### config.mk
export PLATFORM = sky130hd
export DESIGN_NAME = waypoint_velocity_command
export DESIGN_NICKNAME = d
export VERILOG_FILES = /design/src/rtl/wvc_pkg.sv /design/src/rtl/wvc_cordic.sv /design/src/rtl/wvc_div.sv /design/src/rtl/waypoint_velocity_command.sv
export SDC_FILE = /design/constraint.sdc
export NUM_CORES = 2
export LEC_CHECK = 0
export BUFFER_PORTS_ARGS = -buffer_cell sky130_fd_sc_hd__buf_4
export CAP_MARGIN = 15
export CORE_AREA = 2 2 426 428
export CTS_CLUSTER_DIAMETER = 60
export DETAILED_ROUTE_END_ITERATION = 6
export DIE_AREA = 0 0 428 430
export PLACE_DENSITY_LB_ADDON = 0.2
export SYNTH_ARGS = -nofsm -noshare
export SYNTH_HDL_FRONTEND = slang
export SYNTH_SLANG_ARGS = --single-unit
### constraint.sdc
create_clock -name clk -period 13.5 [get_ports clk]
set_input_delay 3.375 -clock clk [delete_from_list [all_inputs] [get_ports clk]]
set_output_delay 3.375 -clock clk [all_outputs]
set_load 0.01 [all_outputs]
### src/rtl/wvc_pkg.sv
package wvc_pkg;

    localparam int XW      = 24;          // position field width
    localparam int AW      = 18;          // internal angle width
    localparam int CW      = 36;          // CORDIC datapath width
    localparam int DVW     = 40;          // divider dividend / quotient width
    localparam int DSW     = 21;          // divider divisor width
    localparam int CORDIC_STEPS = 14;

    localparam logic signed [AW-1:0] ANG_PI     = 18'sd25736;
    localparam logic signed [AW:0]   ANG_TWO_PI = 19'sd51472;
    localparam logic [19:0]          US_PER_S   = 20'd1000000;
    localparam logic [19:0]          US_MIN     = 20'd1000;
    // floor(n / 1e6) = ((n >> 6) * US_RECIP) >> 44 for any n below 2^36
    localparam logic [30:0]          US_RECIP   = 31'd1125899907;

    // register indexes
    localparam logic [2:0] REG_MAX_LIN   = 3'd0;
    localparam logic [2:0] REG_MAX_TURN  = 3'd1;
    localparam logic [2:0] REG_TURN_THR  = 3'd2;
    localparam logic [2:0] REG_LIN_ACC   = 3'd3;
    localparam logic [2:0] REG_ANG_ACC   = 3'd4;
    localparam logic [2:0] REG_SPACING   = 3'd5;
    localparam logic [2:0] REG_POS_TOL   = 3'd6;
    localparam logic [2:0] REG_REV_EN    = 3'd7;

    typedef enum logic [11:0] {
        S_IDLE   = 12'b000000000001,
        S_CORD   = 12'b000000000010,
        S_BEAR   = 12'b000000000100,
        S_DIVC   = 12'b000000001000,
        S_TURN   = 12'b000000010000,
        S_DIVW   = 12'b000000100000,
        S_MULV   = 12'b000001000000,
        S_DIVV   = 12'b000010000000,
        S_LMUL1  = 12'b000100000000,
        S_LMUL2  = 12'b001000000000,
        S_LDIV   = 12'b010000000000,
        S_LAPPLY = 12'b100000000000
    } state_t;

    function automatic logic [12:0] atan_lut(input logic [3:0] i);
        case (i)
            4'd0:    atan_lut = 13'd6434;
            4'd1:    atan_lut = 13'd3798;
            4'd2:    atan_lut = 13'd2007;
            4'd3:    atan_lut = 13'd1019;
            4'd4:    atan_lut = 13'd511;
            4'd5:    atan_lut = 13'd256;
            4'd6:    atan_lut = 13'd128;
            4'd7:    atan_lut = 13'd64;
            4'd8:    atan_lut = 13'd32;
            4'd9:    atan_lut = 13'd16;
            4'd10:   atan_lut = 13'd8;
            4'd11:   atan_lut = 13'd4;
            4'd12:   atan_lut = 13'd2;
            4'd13:   atan_lut = 13'd1;
            default: atan_lut = 13'd0;
        endcase
    endfunction

endpackage

### src/rtl/wvc_cordic.sv
module wvc_cordic (
    input  logic                          clk,
    input  logic                          rst_n,
    input  logic                          start,
    input  logic signed [wvc_pkg::XW-1:0] x_in,
    input  logic signed [wvc_pkg::XW-1:0] y_in,
    output logic                          done,
    output logic signed [wvc_pkg::AW-1:0] angle
);
    import wvc_pkg::*;

    logic signed [CW-1:0] x_reg, x_next, y_reg, y_next;
    logic signed [AW-1:0] z_reg, z_next;
    logic [3:0]           i_reg, i_next;
    logic                 run_reg, run_next, done_reg, done_next;
    logic signed [CW-1:0] xs, ys, x0, y0;
    logic signed [AW-1:0] at;

    always_comb
    begin
        x0 = {{(CW-XW-8){x_in[XW-1]}}, x_in, 8'd0};
        y0 = {{(CW-XW-8){y_in[XW-1]}}, y_in, 8'd0};
        xs = x_reg >>> i_reg;
        ys = y_reg >>> i_reg;
        at = $signed({{(AW-13){1'b0}}, atan_lut(i_reg)});
        x_next = x_reg;
        y_next = y_reg;
        z_next = z_reg;
        i_next = i_reg;
        run_next = run_reg;
        done_next = 1'b0;
        if (start)
        begin
            // fold the left half-plane over by pi
            if (x0 < 0)
            begin
                x_next = -x0;
                y_next = -y0;
                z_next = (y0 >= 0) ? ANG_PI : -ANG_PI;
            end
            else
            begin
                x_next = x0;
                y_next = y0;
                z_next = '0;
            end
            i_next = '0;
            run_next = 1'b1;
        end
        else if (run_reg)
        begin
            if (y_reg > 0)
            begin
                x_next = x_reg + ys;
                y_next = y_reg - xs;
                z_next = z_reg + at;
            end
            else if (y_reg < 0)
            begin
                x_next = x_reg - ys;
                y_next = y_reg + xs;
                z_next = z_reg - at;
            end
            i_next = i_reg + 4'd1;
            if (i_reg == 4'(CORDIC_STEPS - 1))
            begin
                run_next = 1'b0;
                done_next = 1'b1;
            end
        end
    end

    always_ff @(posedge clk or negedge rst_n)
    begin
        if (!rst_n)
        begin
            run_reg <= 1'b0;
            done_reg <= 1'b0;
            i_reg <= '0;
        end
        else
        begin
            run_reg <= run_next;
            done_reg <= done_next;
            i_reg <= i_next;
        end
    end

    always_ff @(posedge clk)
    begin
        x_reg <= x_next;
        y_reg <= y_next;
        z_reg <= z_next;
    end

    assign done  = done_reg;
    assign angle = (z_reg > ANG_PI) ? ANG_PI : ((z_reg < -ANG_PI) ? -ANG_PI : z_reg);

endmodule

### src/rtl/wvc_div.sv
module wvc_div (
    input  logic                    clk,
    input  logic                    rst_n,
    input  logic                    start,
    input  logic [wvc_pkg::DVW-1:0] dividend,
    input  logic [wvc_pkg::DSW-1:0] divisor,
    output logic                    done,
    output logic [wvc_pkg::DVW-1:0] quotient
);
    import wvc_pkg::*;

    logic [DVW-1:0] q_reg, q_next;
    logic [DSW-1:0] d_reg;
    logic [DSW:0]   r_reg, r_next, r_sh;
    logic [5:0]     n_reg, n_next;
    logic           run_reg, run_next, done_reg, done_next;

    // restoring division, one quotient bit a cycle
    always_comb
    begin
        r_sh = {r_reg[DSW-1:0], q_reg[DVW-1]};
        q_next = q_reg;
        r_next = r_reg;
        n_next = n_reg;
        run_next = run_reg;
        done_next = 1'b0;
        if (start)
        begin
            q_next = dividend;
            r_next = '0;
            n_next = '0;
            run_next = 1'b1;
        end
        else if (run_reg)
        begin
            if (r_sh >= {1'b0, d_reg})
            begin
                r_next = r_sh - {1'b0, d_reg};
                q_next = {q_reg[DVW-2:0], 1'b1};
            end
            else
            begin
                r_next = r_sh;
                q_next = {q_reg[DVW-2:0], 1'b0};
            end
            n_next = n_reg + 6'd1;
            if (n_reg == 6'(DVW - 1))
            begin
                run_next = 1'b0;
                done_next = 1'b1;
            end
        end
    end

    always_ff @(posedge clk or negedge rst_n)
    begin
        if (!rst_n)
        begin
            run_reg <= 1'b0;
            done_reg <= 1'b0;
            n_reg <= '0;
        end
        else
        begin
            run_reg <= run_next;
            done_reg <= done_next;
            n_reg <= n_next;
        end
    end

    always_ff @(posedge clk)
    begin
        q_reg <= q_next;
        r_reg <= r_next;
        if (start)
        begin
            d_reg <= divisor;
        end
    end

    assign done     = done_reg;
    assign quotient = q_reg;

endmodule

### src/rtl/waypoint_velocity_command.sv
// Channel  Direction  Handshake          Payload
// in       sink       in_valid/in_ready  target_x, target_y, target_heading, elapsed_us,
//                                        final_waypoint
// out      source     out_valid/out_ready linear_velocity, angular_velocity
// cfg      sink       APB write/read     8 registers at 4*i, pready tied high
//
// Each item passes through the CORDIC, then through the shared restoring divider (none,
// or up to three passes: speed cap on a final waypoint, turn rate and speed inside the
// proportional band), then the acceleration limit on each velocity in turn. The one
// multiplier serves every product in the steps after the CORDIC.
// Reset is asynchronous; registers come up at their defaults, last velocities zero.
// in_ready is high only when idle; a result waiting on out_ready holds the next one back.
module waypoint_velocity_command (
    input  logic        clk,
    input  logic        rst_n,
    input  logic        in_valid,
    output logic        in_ready,
    input  logic [23:0] target_x,
    input  logic [23:0] target_y,
    input  logic [15:0] target_heading,
    input  logic [19:0] elapsed_us,
    input  logic        final_waypoint,
    output logic        out_valid,
    input  logic        out_ready,
    output logic [14:0] linear_velocity,
    output logic [15:0] angular_velocity,
    input  logic        psel,
    input  logic        penable,
    input  logic        pwrite,
    input  logic [4:0]  paddr,
    input  logic [31:0] pwdata,
    output logic [31:0] prdata,
    output logic        pready
);
    import wvc_pkg::*;

    logic [13:0] mls_reg;
    logic [14:0] mtr_reg, thr_reg;
    logic [15:0] lacc_reg, aacc_reg;
    logic [20:0] sp_reg, tol_reg;
    logic        rev_en_reg;

    state_t state_reg, state_next;

    logic signed [XW-1:0] x_reg, y_reg;
    logic signed [15:0]   head_reg;
    logic [19:0]          us_reg;
    logic                 fin_reg, rev_reg, lane_reg, div_run_reg;
    logic signed [AW-1:0] eth_reg;
    logic [13:0]          cap_reg;
    logic signed [16:0]   vx_reg, wz_reg;
    logic signed [14:0]   last_v_reg, res_v_reg;
    logic signed [15:0]   last_w_reg, res_w_reg;
    logic [63:0]          prod_reg, lu_reg;
    logic [16:0]          step_reg;
    logic                 out_valid_reg;
    logic [14:0]          out_v_reg;
    logic [15:0]          out_w_reg;

    logic                 cord_start, cord_done, div_start, div_done, in_acc, wr;
    logic signed [AW-1:0] cord_angle, eth_rev, eth_bear, ae, th_s;
    logic signed [AW:0]   e1, e2;
    logic [DVW-1:0]       quot;
    logic [DSW-1:0]       div_divisor;
    logic [DVW-1:0]       div_dividend;
    logic [31:0]          mul_a, mul_b;
    logic [23:0]          abs_x, abs_d;
    logic signed [16:0]   tgt, last_s;
    logic signed [17:0]   d;
    logic [15:0]          lim;
    logic [17:0]          step;
    logic signed [19:0]   lim_res, lim_max;
    logic                 up, dn, tail_done;

    assign in_ready = (state_reg == S_IDLE);
    assign in_acc   = in_valid && in_ready;
    assign pready   = 1'b1;
    assign wr       = psel && penable && pwrite;

    always_ff @(posedge clk or negedge rst_n)
    begin
        if (!rst_n)
        begin
            mls_reg <= 14'd1229;
            mtr_reg <= 15'd3215;
            thr_reg <= 15'd6434;
            lacc_reg <= 16'd1024;
            aacc_reg <= 16'd6431;
            sp_reg <= 21'd6554;
            tol_reg <= 21'd19661;
            rev_en_reg <= 1'b0;
        end
        else if (wr)
        begin
            case (paddr[4:2])
                REG_MAX_LIN:  mls_reg <= pwdata[13:0];
                REG_MAX_TURN: mtr_reg <= pwdata[14:0];
                REG_TURN_THR: thr_reg <= pwdata[14:0];
                REG_LIN_ACC:  lacc_reg <= pwdata[15:0];
                REG_ANG_ACC:  aacc_reg <= pwdata[15:0];
                REG_SPACING:  sp_reg <= pwdata[20:0];
                REG_POS_TOL:  tol_reg <= pwdata[20:0];
                REG_REV_EN:   rev_en_reg <= pwdata[0];
                default:      ;
            endcase
        end
    end

    always_comb
    begin
        case (paddr[4:2])
            REG_MAX_LIN:  prdata = {18'd0, mls_reg};
            REG_MAX_TURN: prdata = {17'd0, mtr_reg};
            REG_TURN_THR: prdata = {17'd0, thr_reg};
            REG_LIN_ACC:  prdata = {16'd0, lacc_reg};
            REG_ANG_ACC:  prdata = {16'd0, aacc_reg};
            REG_SPACING:  prdata = {11'd0, sp_reg};
            REG_POS_TOL:  prdata = {11'd0, tol_reg};
            REG_REV_EN:   prdata = {31'd0, rev_en_reg};
            default:      prdata = '0;
        endcase
    end

    assign cord_start = in_acc;

    wvc_cordic u_cordic (
        .clk   (clk),
        .rst_n (rst_n),
        .start (cord_start),
        .x_in  ($signed(target_x)),
        .y_in  ($signed(target_y)),
        .done  (cord_done),
        .angle (cord_angle)
    );

    assign div_start = (state_reg == S_DIVC || state_reg == S_DIVW || state_reg == S_DIVV)
                       && !div_run_reg;

    always_comb
    begin
        case (state_reg)
            S_DIVC:  div_divisor = (sp_reg == '0) ? DSW'(1) : sp_reg;
            default: div_divisor = {6'd0, thr_reg};
        endcase
        div_dividend = prod_reg[DVW-1:0];
    end

    wvc_div u_div (
        .clk      (clk),
        .rst_n    (rst_n),
        .start    (div_start),
        .dividend (div_dividend),
        .divisor  (div_divisor),
        .done     (div_done),
        .quotient (quot)
    );

    // bearing adjust: reverse flip, then final-waypoint heading
    always_comb
    begin
        e1 = {cord_angle[AW-1], cord_angle} + {1'b0, ANG_PI};
        if (e1 >= ANG_TWO_PI)
        begin
            e1 = e1 - ANG_TWO_PI;
        end
        e2 = (e1 > {1'b0, ANG_PI}) ? e1 - ANG_TWO_PI : e1;
        eth_rev = rev_reg ? e2[AW-1:0] : cord_angle;
        if (fin_reg && ($signed({x_reg, 2'b00}) < $signed({5'd0, tol_reg})))
        begin
            eth_bear = {{(AW-16){head_reg[15]}}, head_reg};
        end
        else
        begin
            eth_bear = eth_rev;
        end
        abs_x = x_reg[XW-1] ? 24'(-x_reg) : 24'(x_reg);
        th_s  = $signed({3'd0, thr_reg});
        ae    = eth_reg[AW-1] ? -eth_reg : eth_reg;
    end

    // acceleration limit lane
    always_comb
    begin
        tgt    = lane_reg ? wz_reg : vx_reg;
        last_s = lane_reg ? 17'(last_w_reg) : 17'(last_v_reg);
        lim    = lane_reg ? aacc_reg : lacc_reg;
        d      = 18'(tgt) - 18'(last_s);
        abs_d  = d[17] ? 24'(-d) : 24'(d);
        step   = {1'b0, step_reg};
        up     = ((us_reg < US_MIN) && (d > 0)) || ((d > 0) && (prod_reg > lu_reg));
        dn     = (d < 0) && (prod_reg > lu_reg);
        if (up)
        begin
            lim_res = 20'(last_s) + $signed({2'b00, step});
        end
        else if (dn)
        begin
            lim_res = 20'(last_s) - $signed({2'b00, step});
        end
        else
        begin
            lim_res = 20'(tgt);
        end
        lim_max = lane_reg ? 20'sd32767 : 20'sd16383;
        if (lim_res > lim_max)
        begin
            lim_res = lim_max;
        end
        else if (lim_res < -lim_max)
        begin
            lim_res = -lim_max;
        end
    end

    always_comb
    begin
        case (state_reg)
            S_BEAR:  begin mul_a = {18'd0, mls_reg}; mul_b = {8'd0, abs_x}; end
            S_TURN:  begin mul_a = 32'(ae); mul_b = {17'd0, mtr_reg}; end
            S_MULV:  begin mul_a = {18'd0, cap_reg}; mul_b = 32'(th_s - ae); end
            S_LMUL1: begin mul_a = {16'd0, lim}; mul_b = {12'd0, us_reg}; end
            // step = floor(limit * us / 1e6) by reciprocal
            S_LMUL2: begin mul_a = {2'd0, prod_reg[35:6]}; mul_b = {1'b0, US_RECIP}; end
            S_LDIV:  begin mul_a = {8'd0, abs_d}; mul_b = {12'd0, US_PER_S}; end
            default: begin mul_a = '0; mul_b = '0; end
        endcase
    end

    assign tail_done = (state_reg == S_LAPPLY) && lane_reg;

    always_comb
    begin
        state_next = state_reg;
        case (state_reg)
            S_IDLE:   if (in_acc) state_next = S_CORD;
            S_CORD:   if (cord_done) state_next = S_BEAR;
            S_BEAR:   state_next = fin_reg ? S_DIVC : S_TURN;
            S_DIVC:   if (div_done) state_next = S_TURN;
            S_TURN:
            begin
                if (eth_reg > th_s || eth_reg < -th_s || thr_reg == '0)
                begin
                    state_next = S_LMUL1;
                end
                else
                begin
                    state_next = S_DIVW;
                end
            end
            S_DIVW:   if (div_done) state_next = S_MULV;
            S_MULV:   state_next = S_DIVV;
            S_DIVV:   if (div_done) state_next = S_LMUL1;
            S_LMUL1:  state_next = S_LMUL2;
            S_LMUL2:  state_next = S_LDIV;
            S_LDIV:   state_next = S_LAPPLY;
            S_LAPPLY:
            begin
                if (!lane_reg)
                begin
                    state_next = S_LMUL1;
                end
                else if (!out_valid_reg || out_ready)
                begin
                    state_next = S_IDLE;
                end
            end
            default:  state_next = S_IDLE;
        endcase
    end

    always_ff @(posedge clk or negedge rst_n)
    begin
        if (!rst_n)
        begin
            state_reg <= S_IDLE;
            div_run_reg <= 1'b0;
            lane_reg <= 1'b0;
            last_v_reg <= '0;
            last_w_reg <= '0;
            out_valid_reg <= 1'b0;
        end
        else
        begin
            state_reg <= state_next;
            if (div_start)
            begin
                div_run_reg <= 1'b1;
            end
            else if (div_done)
            begin
                div_run_reg <= 1'b0;
            end
            if (in_acc)
            begin
                lane_reg <= 1'b0;
            end
            else if (state_reg == S_LAPPLY && !lane_reg)
            begin
                lane_reg <= 1'b1;
            end
            if (tail_done && (!out_valid_reg || out_ready))
            begin
                last_v_reg <= res_v_reg;
                last_w_reg <= lim_res[15:0];
                out_valid_reg <= 1'b1;
            end
            else if (out_ready)
            begin
                out_valid_reg <= 1'b0;
            end
        end
    end

    always_ff @(posedge clk)
    begin
        if (in_acc)
        begin
            x_reg <= $signed(target_x);
            y_reg <= $signed(target_y);
            head_reg <= $signed(target_heading);
            us_reg <= elapsed_us;
            fin_reg <= final_waypoint;
            rev_reg <= target_x[23] && rev_en_reg;
        end
        // |dv| * 1e6 stays put through the apply step
        if (state_reg != S_LAPPLY)
        begin
            prod_reg <= 64'(mul_a) * 64'(mul_b);
        end
        case (state_reg)
            S_BEAR:
            begin
                eth_reg <= eth_bear;
                cap_reg <= mls_reg;
            end
            S_DIVC:
            begin
                if (div_done && (quot < DVW'(mls_reg)))
                begin
                    cap_reg <= quot[13:0];
                end
            end
            S_TURN:
            begin
                if (eth_reg > th_s)
                begin
                    wz_reg <= $signed({2'b00, mtr_reg});
                    vx_reg <= '0;
                end
                else if (eth_reg < -th_s)
                begin
                    wz_reg <= -$signed({2'b00, mtr_reg});
                    vx_reg <= '0;
                end
                else
                begin
                    wz_reg <= '0;
                    vx_reg <= rev_reg ? -$signed({3'b000, cap_reg})
                                      : $signed({3'b000, cap_reg});
                end
            end
            S_DIVW:   wz_reg <= eth_reg[AW-1] ? -$signed(quot[16:0]) : $signed(quot[16:0]);
            S_DIVV:   vx_reg <= rev_reg ? -$signed(quot[16:0]) : $signed(quot[16:0]);
            S_LMUL2:  lu_reg <= prod_reg;
            S_LDIV:   step_reg <= prod_reg[60:44];
            S_LAPPLY: if (!lane_reg) res_v_reg <= lim_res[14:0];
            default:  ;
        endcase
        if (tail_done && (!out_valid_reg || out_ready))
        begin
            out_v_reg <= res_v_reg;
            out_w_reg <= lim_res[15:0];
        end
    end

    assign out_valid        = out_valid_reg;
    assign linear_velocity  = out_v_reg;
    assign angular_velocity = out_w_reg;

endmodule

Yosys cells after proc, flatten, opt, wreduce, memory -nomap -nowiden
Memory sizes are Yosys's and may differ from the RTL's.
Cells that the tools add are included.
Storage, ports and cells
  flip-flop bits (word level): 670
  bits in read-only memories: 208
  input port bits: 129
  output and inout port bits: 66
  logic and storage cells: 254
  memories kept: 1
Operators by class
  $add $sub $neg: 26
  multiply operators: 1
  order comparisons: 19
  equal/unequal tests: 29
  shift operators: 2
  multiplexer cells: 85
  bitwise logic cells: 2
  reduce and logical (&&, ||, !) cells: 47
Memory list
  (name not given): words 16, width 13, read ports 1, clocked after memory_dff 0, wr ports 0, RTL line wvc_pkg.sv:43  | case (i)
Operators with widths (number)
  $pmux W32 S6: 2
  $mux W36: 10
  $pmux W32 S8: 1
  $mux W18: 12
  $mux W17: 9
  $pmux W12 S12: 1
  $mux W12: 7
  $mux W40: 2
  $add A36 B36 Y36: 2
  $neg A32 Y36: 2
  $sshr A36 B4 Y36: 2
  $sub A36 B36 Y36: 2
  $pmux W17 S2: 2
  $gt A64 B64 Y1: 1
  $mul A32 B32 Y64: 1
  $mux W16: 3
  $mux W24: 2
  $mux W15: 3
  $lt A40 B14 Y1: 1
  $mux W20: 2
  $gt A36 B1 Y1 const B: 1
  $lt A36 B1 Y1 const B: 1
  $ge A32 B1 Y1 const B: 1
  $lt A32 B1 Y1 const B: 1
  other kinds (74): 140

Longest topological paths before layout
  depth after elaboration: 10
  depth in mapped cells: 54
  mapped depth without buffers: 52

By module
A second synthesis with hierarchy kept.
Second synthesis, totals
  cells, all modules: 8775
  area, all modules: 82522.9 um^2
By module, submodules not included
  waypoint_velocity_command: instances 1, cells an instance 6483, area each 61804.3 um^2, seq. area each 13761.9 um^2
  wvc_cordic: instances 1, cells an instance 1878, area each 15959.1 um^2, seq. area each 2852.7 um^2
  wvc_div: instances 1, cells an instance 414, area each 4759.6 um^2, seq. area each 2452.4 um^2

Worst setup path before layout
OpenSTA, ideal clock, no wires.
  path kind: flip-flop to flip-flop
  start: register lane_reg
  end: register prod_reg[61], data pin
  setup time: 0.258 ns
  arrival: 13.834 ns
  required time: 13.242 ns
  slack: -0.591 ns
  stages on the path, launching flop included: 50
  path buffers: 9
  cell sequence: dfrtp_1 clkbuf_1 buf_1 clkbuf_1 buf_1 clkbuf_1 buf_1 mux2i_1 ha_1 and4b_1 a211o_1 a21oi_1 o211ai_1 a311oi_1 mux2i_1 clkbuf_1 clkbuf_1 a41o_1 [... 14 more ...] fa_1 inv_1 ha_1 a21o_1 a21o_1 a21oi_1 a21oi_1 o21a_1 nor2_1 nor3_1 a21oi_1 a311oi_1 a2111oi_0 o31ai_1 a311oi_1 o21bai_1 a21oi_1 xnor2_1
Between the ends
  word-level cells in the longest chain between the ends: 6
  elaborated cells between the ends (all ways): 8
Ends and longest elaborated chain
  start, declared: RTL line waypoint_velocity_command.sv:48  | logic fin_reg, rev_reg, lane_reg, div_run_reg;
  start signal, assigned: RTL line waypoint_velocity_command.sv:277  | lane_reg <= 1'b0;
  start signal, assigned: RTL line waypoint_velocity_command.sv:295  | lane_reg <= 1'b0;
  start signal, assigned: RTL line waypoint_velocity_command.sv:299  | lane_reg <= 1'b1;
  $mux W17, on equally long branches: RTL line waypoint_velocity_command.sv:184, waypoint_velocity_command.sv:185
  $sub A17 B17 Y18: RTL line waypoint_velocity_command.sv:187  | d = 18'(tgt) - 18'(last_s);
  $neg A18 Y24: RTL line waypoint_velocity_command.sv:188  | abs_d = d[17] ? 24'(-d) : 24'(d);
  $mux W24: RTL line waypoint_velocity_command.sv:188
  $pmux W32 S6 *: RTL line waypoint_velocity_command.sv:217  | case (state_reg)
  $mul A32 B32 Y64 *: RTL line waypoint_velocity_command.sv:328  | prod_reg <= 64'(mul_a) * 64'(mul_b);
  end signal, assigned: RTL line waypoint_velocity_command.sv:328
  end, declared: RTL line waypoint_velocity_command.sv:54  | logic [63:0] prod_reg, lu_reg;
Mark *: on every way between the ends. The rest lies on a longest branch, timed or not.
A chain may end at the register's enable or synchronous reset.

Final worst setup path
  start: register lane_reg
  end: register prod_reg[60], data pin
The elaborated chain is that of the path after synthesis.

==> metrics <==
hpwl dp 212000 um; R2R Setup Slk 0.50 ns; crit path capture type flop; critical path arrival 13.46 ns; Final Max Tran Viols 0; FF+latch count, synth 670; final wirelength 263300 um; Starting Density 44.68%; initial antenna violation count 6; Leakage 41.49 nW; clk_skew 0.04140 ns; Worst R2R Path Depth 42; worst hold path class reg2reg; top_reg_cell synth edfxtp_1; Mapped Avg Cell Area 9.282 um^2; fin crit share 96.33%; Crit path largest cell delay 0.90 ns; CTS tree built; area of the multi-input gates 0.05552 mm^2; CP Launch Type flop; Reg area 0.01908 mm^2; R2R Path End prod_reg[60]$_DFFE_PP_; synth unique cells 103; clock sink count 670; Critical path origin lane_reg$_DFFE_PN0P_; most common cell after layout, fill and taps aside inv_1; area of the core 0.1798 mm^2; Buffers on Ports 169; remaining antenna violation count 0; sequential-to-total area share from yosys stat 23.74%; CP max-delay cell o2111ai_1; DR iter-0 viols 5430; PwrDens 219.1 mW/mm^2; Setup CP Type reg2reg; Final min period 13.00 ns; failing checks design-rule violations; Peak Freq 0.07690 GHz; Ys Warns 0; Clock H-tree levels 3; row count 156; CP Max Fanout 22; GRT overflow 0; final hold viol count 0; cell repeated most along the worst path fa_1; Skew-Pair Late Insertion Delay 0.72 ns; residual DRC count 1; status finished, violations left; vias per cell 5.657; Slew headroom 26.41%; Clock transition at path regs 0.06 ns; Max clock buf depth 3; most frequent cells in the layout inv_1 (1409), nand2_1 (952), fa_1 (892); gp weighted congestion 0.9793; worst hold start res_v_reg[14]$_DFFE_PP_; peak supply drop 0.0002957 V; Fill cells 17003; total negative slack 0 ns; Finish-stage setup viols 0; Worst Hold End linear_velocity[14]$_DFFE_PP_; P&R area growth vs syn 10.33%; hold bufs inserted after CTS 0; RSZ-0062 raised after global routing yes; final total power 19.42 mW; Critical R2R Launch lane_reg$_DFFE_PN0P_; Async SR Flop Fraction 26.72%; Final nets 10572; Fin Hold WS 0.4503 ns; Routed WL per cell 23.13 um; Max Cap Viol 0; Syn Inst Count 8654; CP top delay family adder cells; GRT Total Usage 28.65%; Tightest Pin Transition 1.103 ns; total CTS buffers 82; Root Buffer clkbuf_16; hold path depth 0; Die Wd 428 um; Worst Path Required 13.96 ns; Core Util, Final 49.30%; Post-synth EDFFs 470; largest net degree at the start of global routing 116; die area 0.1840 mm^2; DR vias 64394; crit path buf inv count 6; IO Count 195; global-route wire length before repair 402000 um; vias in the first global route 65078; Die Height 430 um; first-pass iteration count of the detailed router 7; layout cell share with drive strength beyond 1 9.898%; Mapped Area 0.08032 mm^2
[cells by family after synthesis]
logic type	share of synthesized area [%]
and+or+nand+nor	13.46
buffers and inverters	8.356
AOI/OAI and AO/OA	12.51
adders and majority gates	31.67
DFF	23.74
xor gates and xnor gates	4.841
muxes	5.411
other	0.009350
[layer usage]
layer  vias up  part of all wire (%)  track usage [%]
met5         -                0.0030          0.02602
met4         2                   4.6            11.56
met3       466                   6.8            4.603
met2      2282                    46            46.21
met1     32375                    42            38.53
li1      29269                     -                -
[cells in the mapped netlist, drive strengths merged, types with 138 or more instances]
cell       n  area, um^2
mux2     138        1554
xor2     186        1629
inv     1412        5300
a21oi    409        2051
ha       606        7582
xnor2    258        2260
fa       892       17860
edfxtp   470       14110
o21ai    414        2072
nand2    955        3585
clkbuf   268        1007
nor2     678        2547
[worst reg2reg max path, delay by kind of cell (launching register included)]
family                     cells  cell delay, ns
xor gates and xnor gates       2            0.18
muxes                          2            0.69
AOI/OAI and AO/OA             16            4.26
and+or+nand+nor                6            1.30
DFF                            1            0.43
adders and majority gates     10            5.14
buffers and inverters          6            0.75
[cell type report]
class | instances | area share [%]
Multi-Input combinational cell | 6404 | 62.65
Sequential cell | 670 | 21.53
Inverter | 1416 | 6.000
Tap cell | 2370 | 3.346
Timing Repair Buffer | 371 | 3.257
Clock buffer | 97 | 2.507
Clock inverter | 54 | 0.7087
Antenna cell | 1 | 0.002824
[where the power goes]
group | total, mW | internal [mW] | leakage (nW) | switching, mW
sequential | 3.98 | 3.24 | 7.01 | 0.737
combinational | 13.1 | 5.51 | 33.1 | 7.60
clock | 2.33 | 1.35 | 1.38 | 0.978
total | 19.4 | 10.1 | 41.5 | 9.32
[through the flow]
step                      setup WS, ns  area, um^2  instances
after detailed placement        0.1030       85650      11230
after global placement          0.2364       85650      11230
after CTS                       0.1223       88500      11381
final                           0.4954       88620      11383
after floorplan               0.009813       81030       8838
after global routing          -0.05476       88620      11383
[how the worst max path moves through the flow]
stage,to,cells past startpoint
finish,prod_reg[60]$_DFFE_PP_,42
global route,prod_reg[61]$_DFFE_PP_,51
CTS,prod_reg[61]$_DFFE_PP_,52
detailed placement,prod_reg[61]$_DFFE_PP_,52
global placement,prod_reg[61]$_DFFE_PP_,52
floorplan,prod_reg[61]$_DFFE_PP_,49
[what timing repair did]
action                                 4_1_cts  5_1_grt
setup endpoints to repair                    1       10
gates resized for setup                      1       30
pin swaps                                    0        2
endpoints found under the hold margin        0        0
setup buffers                                0        1
Note: power is estimated with default switching activity, not from simulation.
